--- config.mk ---
export PLATFORM = sky130hd
export DESIGN_NAME = blocked_sparse_row_encoder
export DESIGN_NICKNAME = d
export VERILOG_FILES = /design/src/design/brse_pkg.sv /design/src/design/blocked_sparse_row_encoder.sv /design/src/design/brse_core.sv /design/src/design/brse_serializer.sv
export SDC_FILE = /design/constraint.sdc
export NUM_CORES = 1
export LEC_CHECK = 0
export BUFFER_PORTS_ARGS = -buffer_cell sky130_fd_sc_hd__clkbuf_2
export CAP_MARGIN = 5
export CORE_MARGIN = 2
export CORE_UTILIZATION = 64
export CTS_CLUSTER_DIAMETER = 50
export DETAILED_ROUTE_END_ITERATION = 8
export PLACE_DENSITY = 0.89
export SYNTH_ARGS = -nofsm -noshare
export SYNTH_HDL_FRONTEND = slang
export SYNTH_SLANG_ARGS = --single-unit
--- constraint.sdc ---
create_clock -name clk -period 10.6 [get_ports clk]
set_input_delay 1.06 -clock clk [delete_from_list [all_inputs] [get_ports clk]]
set_output_delay 1.06 -clock clk [all_outputs]
set_load 0.02 [all_outputs]
--- src/design/brse_pkg.sv ---
// Shared types and constants for the blocked sparse row encoder.
package brse_pkg;

  localparam int MAX_ROWS = 4096;
  localparam int MAX_COLS = 4096;

  localparam int CFG_W  = 13;
  localparam int CNT_W  = 12;
  localparam int POS_W  = 25;
  localparam int ELEM_W = 32;

  localparam logic [CFG_W-1:0] MAX_ROWS_C = CFG_W'(MAX_ROWS);
  localparam logic [CFG_W-1:0] MAX_COLS_C = CFG_W'(MAX_COLS);

  // Result kinds carried on tuser
  localparam logic KIND_PAYLOAD = 1'b0;
  localparam logic KIND_POINTER = 1'b1;

  typedef enum logic [1:0] {
    REG_ROWS_IN_USE = 2'd0,
    REG_COLS_IN_USE = 2'd1,
    REG_BLOCK_WIDTH = 2'd2
  } cfg_reg_t;

  // Which of the up to three results an element causes
  typedef struct packed {
    logic has_end;
    logic has_payload;
    logic has_start;
  } result_mask_t;

  // Everything needed to replay the results of one element
  typedef struct packed {
    result_mask_t             mask;
    logic [ELEM_W-1:0]        value_bits;
    logic [CNT_W-1:0]         block_offset;
    logic [POS_W-1:0]         start_pos;
    logic [POS_W-1:0]         start_slot;
    logic [POS_W-1:0]         end_pos;
    logic [POS_W-1:0]         end_slot;
    logic                     end_of_matrix;
  } bundle_t;

endpackage

--- src/design/blocked_sparse_row_encoder.sv ---
// Top level of the blocked sparse row encoder: dense float stream in, blocked CSR beats out.
// Latency: first result beat is valid the cycle after its element is accepted.
// Throughput: one element per cycle while each element causes at most one result and
//   out_tready stays high; an element causing more results (up to three) holds the result
//   register until all are sent, so the single result port draining it sets input rate.
// Reset: synchronous active-low; counters clear, config returns to 4096/4096/64.
module blocked_sparse_row_encoder
  import brse_pkg::*;
(
  input  logic        clk,
  input  logic        rst_n,
  // config write channel
  input  logic        cfg_valid,
  output logic        cfg_ready,
  input  logic [1:0]  cfg_index,
  input  logic [12:0] cfg_data,
  // element stream
  input  logic        in_tvalid,
  output logic        in_tready,
  input  logic [31:0] in_tdata,   // [31:0] element_bits
  // result stream
  output logic        out_tvalid,
  input  logic        out_tready,
  output logic [95:0] out_tdata,  // [31:0] value_bits, [43:32] block_offset,
                                  // [68:44] position, [93:69] pointer_slot,
                                  // [94] end_of_matrix, [95] zero pad
  output logic        out_tuser,  // [0] kind: 0 payload, 1 row-block pointer
  output logic        out_tlast   // last result beat of the element
);

  bundle_t bundle;
  logic    in_beat;
  logic    can_load;

  // config writes are always accepted
  assign cfg_ready = 1'b1;

  // a new element enters when the result register is empty or sends
  // its final beat this cycle
  assign in_tready = can_load;
  assign in_beat   = in_tvalid && in_tready;

  // counters and per-element decode (row start, payload, block end)
  brse_core u_core (
    .clk       (clk),
    .rst_n     (rst_n),
    .cfg_we    (cfg_valid && cfg_ready),
    .cfg_idx   (cfg_index),
    .cfg_wdata (cfg_data),
    .elem_beat (in_beat),
    .elem_bits (in_tdata),
    .bundle    (bundle)
  );

  // result register, one beat per ready cycle in row-start, payload, block-end order
  brse_serializer u_ser (
    .clk       (clk),
    .rst_n     (rst_n),
    .load      (in_beat),
    .bundle_in (bundle),
    .can_load  (can_load),
    .res_valid (out_tvalid),
    .res_ready (out_tready),
    .res_kind  (out_tuser),
    .res_data  (out_tdata),
    .res_last  (out_tlast)
  );

endmodule

--- src/design/brse_core.sv ---
// Config registers, position counters and per-element result decode.
module brse_core
  import brse_pkg::*;
(
  input  logic                  clk,
  input  logic                  rst_n,
  input  logic                  cfg_we,
  input  logic [1:0]            cfg_idx,
  input  logic [CFG_W-1:0]      cfg_wdata,
  input  logic                  elem_beat,
  input  logic [ELEM_W-1:0]     elem_bits,
  output bundle_t               bundle
);

  logic [CFG_W-1:0] rows_r, cols_r, bw_r;
  logic [CNT_W-1:0] col_r, col_nxt;
  logic [CNT_W-1:0] off_r, off_nxt;
  logic [CNT_W-1:0] row_r, row_nxt;
  logic [POS_W-1:0] nz_r, nz_nxt;
  logic [POS_W-1:0] slot_r, slot_nxt;

  logic [CFG_W-1:0] rows_c, cols_c, bw_c;
  logic             nonzero, first_col, row_end, blk_end, mat_end;
  logic [POS_W-1:0] slot_mid, end_pos;

  // zero acts as one, oversize saturates
  function automatic logic [CFG_W-1:0] clamp_reg(input logic [CFG_W-1:0] v,
                                                 input logic [CFG_W-1:0] hi);
    logic [CFG_W-1:0] r;
    if (v == '0) r = CFG_W'(1);
    else if (v > hi) r = hi;
    else r = v;
    return r;
  endfunction

  always_ff @(posedge clk) begin
    if (!rst_n) begin
      rows_r <= CFG_W'(4096);
      cols_r <= CFG_W'(4096);
      bw_r   <= CFG_W'(64);
    end else if (cfg_we) begin
      unique case (cfg_reg_t'(cfg_idx))
        REG_ROWS_IN_USE: rows_r <= cfg_wdata;
        REG_COLS_IN_USE: cols_r <= cfg_wdata;
        REG_BLOCK_WIDTH: bw_r   <= cfg_wdata;
        default: ;
      endcase
    end
  end

  always_comb begin
    rows_c    = clamp_reg(rows_r, MAX_ROWS_C);
    cols_c    = clamp_reg(cols_r, MAX_COLS_C);
    bw_c      = clamp_reg(bw_r, MAX_COLS_C);
    nonzero   = elem_bits[ELEM_W-2:0] != '0;
    first_col = col_r == '0;
    row_end   = {1'b0, col_r} >= (cols_c - CFG_W'(1));
    blk_end   = row_end || ({1'b0, off_r} >= (bw_c - CFG_W'(1)));
    mat_end   = row_end && ({1'b0, row_r} >= (rows_c - CFG_W'(1)));
    slot_mid  = slot_r + POS_W'(first_col);
    end_pos   = nz_r + POS_W'(nonzero);
  end

  always_comb begin
    bundle.mask.has_start   = first_col;
    bundle.mask.has_payload = nonzero;
    bundle.mask.has_end     = blk_end;
    bundle.value_bits       = elem_bits;
    bundle.block_offset     = off_r;
    bundle.start_pos        = nz_r;
    bundle.start_slot       = slot_r;
    bundle.end_pos          = end_pos;
    bundle.end_slot         = slot_mid;
    bundle.end_of_matrix    = mat_end;
  end

  always_comb begin
    nz_nxt   = end_pos;
    slot_nxt = slot_mid + POS_W'(blk_end);
    row_nxt  = row_r;
    priority if (mat_end) begin
      col_nxt  = '0;
      off_nxt  = '0;
      row_nxt  = '0;
      nz_nxt   = '0;
      slot_nxt = '0;
    end else if (row_end) begin
      col_nxt = '0;
      off_nxt = '0;
      row_nxt = row_r + CNT_W'(1);
    end else begin
      col_nxt = col_r + CNT_W'(1);
      off_nxt = blk_end ? '0 : off_r + CNT_W'(1);
    end
  end

  always_ff @(posedge clk) begin
    if (!rst_n) begin
      col_r  <= '0;
      off_r  <= '0;
      row_r  <= '0;
      nz_r   <= '0;
      slot_r <= '0;
    end else if (elem_beat) begin
      col_r  <= col_nxt;
      off_r  <= off_nxt;
      row_r  <= row_nxt;
      nz_r   <= nz_nxt;
      slot_r <= slot_nxt;
    end
  end

endmodule

--- src/design/brse_serializer.sv ---
// Result register: holds one element's bundle and emits its results one beat at a time.
module brse_serializer
  import brse_pkg::*;
(
  input  logic        clk,
  input  logic        rst_n,
  input  logic        load,
  input  bundle_t     bundle_in,
  output logic        can_load,
  output logic        res_valid,
  input  logic        res_ready,
  output logic        res_kind,
  output logic [95:0] res_data,
  output logic        res_last
);

  bundle_t          bund_r;
  logic [2:0]       pend_r, pend_nxt, pend_rem;
  logic             take;
  logic [ELEM_W-1:0] value_bits;
  logic [CNT_W-1:0] block_offset;
  logic [POS_W-1:0] position, pointer_slot;
  logic             eom;

  assign res_valid = pend_r != '0;
  assign take      = res_valid && res_ready;
  assign pend_rem  = pend_r & (pend_r - 3'd1);
  assign can_load  = (pend_r == '0) || (take && pend_rem == '0);

  always_comb begin
    res_kind     = KIND_POINTER;
    value_bits   = '0;
    block_offset = '0;
    priority if (pend_r[0]) begin
      position     = bund_r.start_pos;
      pointer_slot = bund_r.start_slot;
      eom          = 1'b0;
    end else if (pend_r[1]) begin
      res_kind     = KIND_PAYLOAD;
      value_bits   = bund_r.value_bits;
      block_offset = bund_r.block_offset;
      position     = bund_r.start_pos;
      pointer_slot = '0;
      eom          = 1'b0;
    end else begin
      // block-end pointer
      position     = bund_r.end_pos;
      pointer_slot = bund_r.end_slot;
      eom          = bund_r.end_of_matrix;
    end
    res_last = pend_rem == '0;
    res_data = {1'b0, eom, pointer_slot, position, block_offset, value_bits};
  end

  always_comb begin
    priority if (load) pend_nxt = bundle_in.mask;
    else if (take)     pend_nxt = pend_rem;
    else               pend_nxt = pend_r;
  end

  always_ff @(posedge clk) begin
    if (!rst_n) begin
      pend_r <= '0;
    end else begin
      pend_r <= pend_nxt;
    end
  end

  always_ff @(posedge clk) begin
    if (load) begin
      bund_r <= bundle_in;
    end
  end

endmodule

==> results of run 1 <==
-- critical path: stages, from the launching register on --
cell and delay (ns):
dfxtp_1 0.35, nor2_1 0.16, or4b_2 0.66, nor4_1 0.36, o21bai_1 0.18, ha_1 0.32
nor4b_1 0.21, nand2_1 0.15, nor4_1 0.08, xor2_1 0.15, o22ai_1 0.16, ha_1 0.28
a21o_1 0.20, or4_1 0.40, nand4_1 0.12, o21bai_1 0.26, or3_1 0.68, inv_2 0.31
nor2_1 0.63, nand2_1 0.20, o31ai_1 0.29
-- layer usage --
layer  vias to the layer above  part of all wire, %  GRT usage [%]  routed length (um)
li1                       5165                    -              -                   -
met1                      5054                   41           33.3               12300
met2                       391                   50           44.7               15000
met3                        66                  6.3           3.58                1900
met4                         0                  2.4           8.18                 717
met5                         -                    0              0                   0
-- metrics by stage --
| step | std cells | setup WS (ns) | utilization (%) |
|---|---|---|---|
| after floorplan | 1365 | 3.53 | - |
| after global placement | 1720 | 4.92 | 69.2 |
| after detailed placement | 1720 | 4.47 | 69.2 |
| after CTS | 1773 | 4.41 | 73.7 |
| after global routing | 1775 | 3.68 | 73.7 |
| final | 1775 | 4.34 | 73.7 |
-- cells in the final DEF (no fill, tap or decap), types with 15 or more instances in the layout --
| cell type | n |
|---|---|
| and3_1 | 15 |
| nor4_1 | 27 |
| a21oi_1 | 34 |
| nand3_1 | 67 |
| ha_1 | 49 |
| clkbuf_2 | 150 |
| mux2_2 | 26 |
| xor2_1 | 53 |
| nor2_1 | 93 |
| nand4_1 | 24 |
| xnor2_1 | 49 |
| a21boi_0 | 59 |
| dfxtp_1 | 128 |
| edfxtp_1 | 145 |
| nor2b_1 | 23 |
| nor3_1 | 29 |
| clkbuf_16 | 29 |
| nand2_1 | 153 |
| or3_1 | 16 |
| and2_1 | 53 |
| a22o_1 | 26 |
| inv_1 | 26 |
| o21ai_0 | 39 |
-- worst paths after layout --
| path | start | to | slack (ns) | depth (start not counted) |
|---|---|---|---|---|
| setup reg to reg | u_core.cols_r[2] | u_core.slot_r[18] | 4.34 | 20 |
| hold reg to reg | u_core.slot_r[0] | u_ser.bund_r[51] | 0.47 | 0 |
| setup / recovery | u_core.cols_r[2] | u_core.slot_r[18] | 4.34 | 20 |
| hold / removal | u_core.slot_r[0] | u_ser.bund_r[51] | 0.47 | 0 |
-- registers in the layout, summed over array words and instances, names as in the netlist --
signal and count:
u_core.nz_r 25, u_core.off_r 12, u_core.bw_r 13, u_ser.pend_r 3, u_ser.bund_r 145, u_core.col_r 12
u_core.cols_r 13, u_core.slot_r 25, u_core.row_r 12, u_core.rows_r 13
-- cell families after synthesis --
kind of cell | Yosys count | share of synthesized area, %
AND/OR/NAND/NOR | 559 | 20.9
AO/OA/AOI/OAI | 247 | 12.4
multiplexers | 27 | 2.20
other | 2 | 0.0546
adder cells (fa/ha/maj) | 50 | 4.53
buffers and inverters | 105 | 3.17
flip-flops | 273 | 50.3
XOR/XNOR | 102 | 6.50
-- cell type report --
type                            count  area (um2)
Clock buffer                       36         772
Inverter                           28         110
Sequential cell                   273        6920
Timing Repair Buffer              159         813
Fill cell                        1435        5540
Multi-Input combinational cell    987        6420
Tap cell                          275         344
Clock inverter                     17         171
-- synth_stat cells (5+ instances only) --
library cell	number	area share (%)
dfxtp_1	128	19
xor2_1	53	3.4
nand3_1	67	2.4
nand2_1	154	4.2
ha_1	49	4.5
or3_1	16	0.73
nor2_1	94	2.6
a21o_1	14	0.76
o21a_1	5	0.27
nand3b_1	5	0.27
o21ai_0	39	1.4
a31oi_1	13	0.59
inv_1	26	0.71
or4_1	6	0.33
buf_2	12	0.44
and2_1	53	2.4
edfxtp_1	145	32
a211oi_1	5	0.27
nand4_1	24	1.1
o211ai_1	6	0.33
a22o_1	26	1.7
nand2b_1	11	0.50
nor3_1	29	1.1
clkbuf_1	56	1.5
a22oi_1	8	0.44
a21boi_0	59	3.2
a21oi_1	34	1.2
mux2_2	26	2.1
and3_1	15	0.68
xnor2_1	49	3.1
nor4_1	27	1.2
nor2b_1	24	1.1
buf_4	5	0.27
-- power groups by stage --
stage / Combinational, uW / Sequential, uW / Clock [uW]
after global routing: 334 / 1190 / 1040
after CTS: 305 / 1190 / 998
final: 306 / 1190 / 987
after detailed placement: 304 / 1210 / 0
after global placement: 297 / 1210 / 0
after floorplan: 215 / 1210 / 0
==> impl_metrics.tcl, run 1 <==
set metrics [dict create \
    cts_made_buffers 29 \
    end_kind "flop" \
    drc 0 \
    clockBufferDepth 3 \
    htreeDepth 1 \
    holdWs_ns 0.469 \
    core_area_um2 21100 \
    place_area_um2 14600 \
    p_seq_share_pct 47.9 \
    share_comb_of_total_power_pct 12.3 \
    pwr-share-clk_pct 39.8 \
    skew_ns 0.0169 \
    postSynthCellCount 1365 \
    gr-total-overflow 0 \
    drv_cap 0 \
    routabilityCongestion 0.870 \
    cts_hold_buf 0 \
    rows 53 \
    synth_edf_count 145 \
    dp_hpwl_um 20300 \
    synth_area_um2 13800 \
    post_cts_resized 0 \
    first_iter_violations 773 \
    ys_seq_elements 273 \
    slew_viol_final 0 \
    syn_to_final_growth_pct 13.0 \
    peakVddDrop_uv 168 \
    yosysWarnings 0 \
    ant_nets 0 \
    seq_area_frac_synth_pct 50.3 \
    numClockSinks 273 \
    die_area_um2 22700 \
    status "completed" \
    synth.distinct_cells 76 \
    grt_pass1_vias 10100 \
    final_nets 1579 \
    worstSetupPathType "reg -> reg" \
    period_needed_ns 6.26 \
    syn_area_per_cell_um2 10.1 \
    worst_setup_hold_path_clk_slew_ns 0.06 \
    async_flop_share_pct 0 \
    cp.required_ns 11.03 \
    hold_class "reg -> reg" \
    fin_area_um2 15500 \
    grt_pass1_wl_um 47800 \
    start_util_pct 65.2 \
    arrival_ns 6.69 \
    grt_util_all_layers_pct 25.7 \
    crit_fanout 19 \
    wl_per_cell_um 16.9 \
    cts_tree "built" \
    viasPerCell 6.01 \
    finalHoldViolations 0 \
    slew_headroom_pct 35.3 \
    max_freq_ghz 0.160 \
    num_io_pins 153 \
    powerDensity_nw_per_um2 160 \
    synth_nets 1466 \
    first_pass_iters 7 \
    clockRootBuffer "clkbuf_16" \
    route.vias.total 10700 \
    leakage_uw 0.00613 \
    die_h_um 151 \
    grt_max_degree 110 \
    power_switching_uw 637 \
    post_cts_buffers 0 \
    routed_wl_um 29900 \
    antenna_found_initial 0 \
    final_layout_size_suffix_gt1_share_pct 16.9 \
    worstMarginPinSlew_ns 0.970 \
    n_antenna_cell 0 \
    setup_viol 0 \
    synthFlopType "edfxtp_1" \
    p_int_uw 1850 \
    worstSetupStartpointType "flop" \
    fin_crit_sh_pct 59.1 \
    power_uw 2480 \
    die_w_um 151 \
    port_buffers 150 \
    rsz0062_at_grt "no" \
    clk_latency_ns 0.53 \
    switching_share_pct 25.7 \
    fin_setup_tns_ns 0 \
]
Note: power is estimated with default switching activity, not from simulation.
==> inputs of run 2 (changes only) <==
--- a/config.mk
+++ b/config.mk
@@ -8,10 +8,10 @@
 export BUFFER_PORTS_ARGS = -buffer_cell sky130_fd_sc_hd__clkbuf_2
 export CAP_MARGIN = 5
 export CORE_MARGIN = 2
-export CORE_UTILIZATION = 64
+export CORE_UTILIZATION = 59
 export CTS_CLUSTER_DIAMETER = 50
 export DETAILED_ROUTE_END_ITERATION = 8
-export PLACE_DENSITY = 0.89
+export PLACE_DENSITY = 0.83
 export SYNTH_ARGS = -nofsm -noshare
 export SYNTH_HDL_FRONTEND = slang
 export SYNTH_SLANG_ARGS = --single-unit
==> constraint.sdc (replaced) <==
create_clock -name clk -period 5.97 [get_ports clk]
set_input_delay 0.597 -clock clk [delete_from_list [all_inputs] [get_ports clk]]
set_output_delay 0.597 -clock clk [all_outputs]
set_load 0.02 [all_outputs]
==> run 2 against run 1 <==
- hold slack worse by 0.24 ns
- routed wire length down 0.64%
- core utilization down 5.1 points
- critical endpoint is now u_core.slot_r[19]
- combinational power up 80%
- largest power group unchanged
- largest cell class unchanged
- critical path depth up 4
- non-clock buffer count up 5
==> impl_metrics.tcl, run 2 (synthesized netlist as in run 1, its figures left out) <==
set metrics [dict create \
    die_h_um 157 \
    clockBufferDepth 3 \
    worst_setup_hold_path_clk_slew_ns 0.06 \
    numClockSinks 273 \
    grt_max_degree 105 \
    largest-register "u_ser.bund_r" \
    largest_register_ffs 145 \
    r2r_start "u_core.cols_r[8]" \
    pwr-share-clk_pct 38.2 \
    status "completed" \
    skew_ns 0.0164 \
    clockRootBuffer "clkbuf_16" \
    share_comb_of_total_power_pct 12.8 \
    crit_start "u_core.cols_r[8]" \
    crit_fanout 6 \
    layout.cells.non_filler 1816 \
    worstSetupPathType "reg -> reg" \
    dp.cells 1763 \
    grt_pass1_wl_um 47900 \
    slew_viol_final 0 \
    grt_pass1_vias 9905 \
    cp.required_ns 6.41 \
    routed_wl_um 29700 \
    arrival_ns 6.10 \
    finalHoldViolations 0 \
    slew_headroom_pct 36.1 \
    first_iter_violations 749 \
    grt_util_all_layers_pct 23.7 \
    clk_latency_ns 0.55 \
    leakage_uw 0.00612 \
    die_w_um 157 \
    cts_made_buffers 28 \
    syn_to_final_growth_pct 13.6 \
    top_regs "u_ser.bund_r x145, u_core.nz_r x25, u_core.slot_r x25" \
    p_int_uw 3180 \
    cts_tree "built" \
    viasPerCell 5.78 \
    drc 0 \
    fin_setup_tns_ns 0 \
    powerDensity_nw_per_um2 276 \
    final_layout_size_suffix_gt1_share_pct 17.6 \
    drv_cap 0 \
    period_needed_ns 5.67 \
    ant_nets 0 \
    layout_common_cells "153 x nand2_1, 150 x clkbuf_2, 145 x edfxtp_1, 125 x dfxtp_1, 92 x nor2_1" \
    end_kind "flop" \
    switching_share_pct 26.1 \
    cts_hold_buf 0 \
    worstSetupStartpointType "flop" \
    num_io_pins 153 \
    gr-total-overflow 0 \
    worstMarginPinSlew_ns 0.951 \
    final_nets 1583 \
    die_area_um2 24500 \
    peakVddDrop_uv 258 \
    power_switching_uw 1120 \
    max_freq_ghz 0.176 \
    min-delay-start "in_tdata[31]" \
    p_seq_share_pct 49.0 \
    routabilityCongestion 0.884 \
    fin_crit_sh_pct 94.9 \
    port_buffers 150 \
    route.vias.total 10500 \
    dp_hpwl_um 20000 \
    hold_class "in -> reg" \
    antenna_found_initial 0 \
    start_util_pct 60.4 \
    n_antenna_cell 0 \
    wl_per_cell_um 16.4 \
    first_pass_iters 6 \
    setup_viol 0 \
    htreeDepth 1 \
    rows 55 \
    layout_commonest_cell "nand2_1" \
    core_area_um2 22800 \
]
run 2: cell types whose count changed in the layout (fill, tap and decap cells not counted), moves of 3 or more:
cell / before / now
buf_4: 7 / 14
clkbuf_1: 5 / 8
dfxtp_1: 128 / 125
dfxtp_2: 0 / 3
run 2: power by group through the flow:
stage	Clock, uW	Sequential (uW)	Combinational [uW]
3_3_place_gp	0	2150	533
5_1_grt	1730	2120	601
4_1_cts	1660	2110	549
6_report	1640	2110	552
2_1_floorplan	0	2140	381
3_5_place_dp	0	2150	545
run 2: metal layers:
| layer | global-route usage, % | share of wire, % |
|---|---|---|
| met5 | 0 | 0 |
| met4 | 6.38 | 2.1 |
| met3 | 2.85 | 4.1 |
| met2 | 40.6 | 49 |
| met1 | 31.9 | 45 |
run 2: final cells by class:
class | instances | area, um2
sequential | 273 | 6920
multi-input combinational | 987 | 6480
fill | 1685 | 7160
tap | 313 | 392
inverter | 28 | 110
clock buffer | 36 | 731
timing repair buffer | 164 | 856
clock inverter | 15 | 138
run 2: per-stage QoR:
stage | total power [uW] | worst slack (ns) | hold slack [ns] | utilization, % | area (um2)
2_1_floorplan | 2520 | 0.640 | 0.403 | - | 13800
3_3_place_gp | 2680 | 0.330 | 0.447 | 64.4 | 14700
3_5_place_dp | 2700 | 0.0199 | 0.455 | 64.4 | 14700
4_1_cts | 4320 | 0.0224 | 0.213 | 68.3 | 15600
5_1_grt | 4460 | -0.0439 | 0.213 | 68.6 | 15600
6_report | 4310 | 0.304 | 0.234 | 68.6 | 15600
run 2: worst max-delay path: stages (launching register included):
cell,delay (ns)
dfxtp_1,0.43
nor4_2,0.10
nand2b_1,0.17
nor4_4,0.07
o21bai_1,0.21
ha_2,0.27
nor4b_4,0.26
nand2_1,0.17
nor4_1,0.32
xor2_1,0.18
o22ai_1,0.10
ha_1,0.32
a21o_1,0.16
or4_1,0.11
nand4_1,0.08
o21bai_2,0.26
o31a_1,0.19
inv_1,0.14
ha_1,0.22
nand3_1,0.16
or4b_4,0.58
or4_1,0.53
a211o_1,0.32
xor2_1,0.18
nor2_2,0.04
run 2: what timing repair did:
| item | CTS | global route |
|---|---|---|
| setup endpoints to repair | 1 | 25 |
| gates resized for setup | 1 | 12 |
| pin swaps | 0 | 1 |
| buffers inserted | 0 | 2 |
run 2: path summary, 6_finish.rpt:
| path | depth (start not counted) | end | slack (ns) |
|---|---|---|---|
| worst max-delay path | 24 | u_core.slot_r[19] | 0.30 |
| worst min register to register | 0 | u_ser.bund_r[76] | 0.46 |
| worst max register to register | 24 | u_core.slot_r[19] | 0.30 |
| worst min-delay path | 1 | u_ser.bund_r[144] | 0.23 |
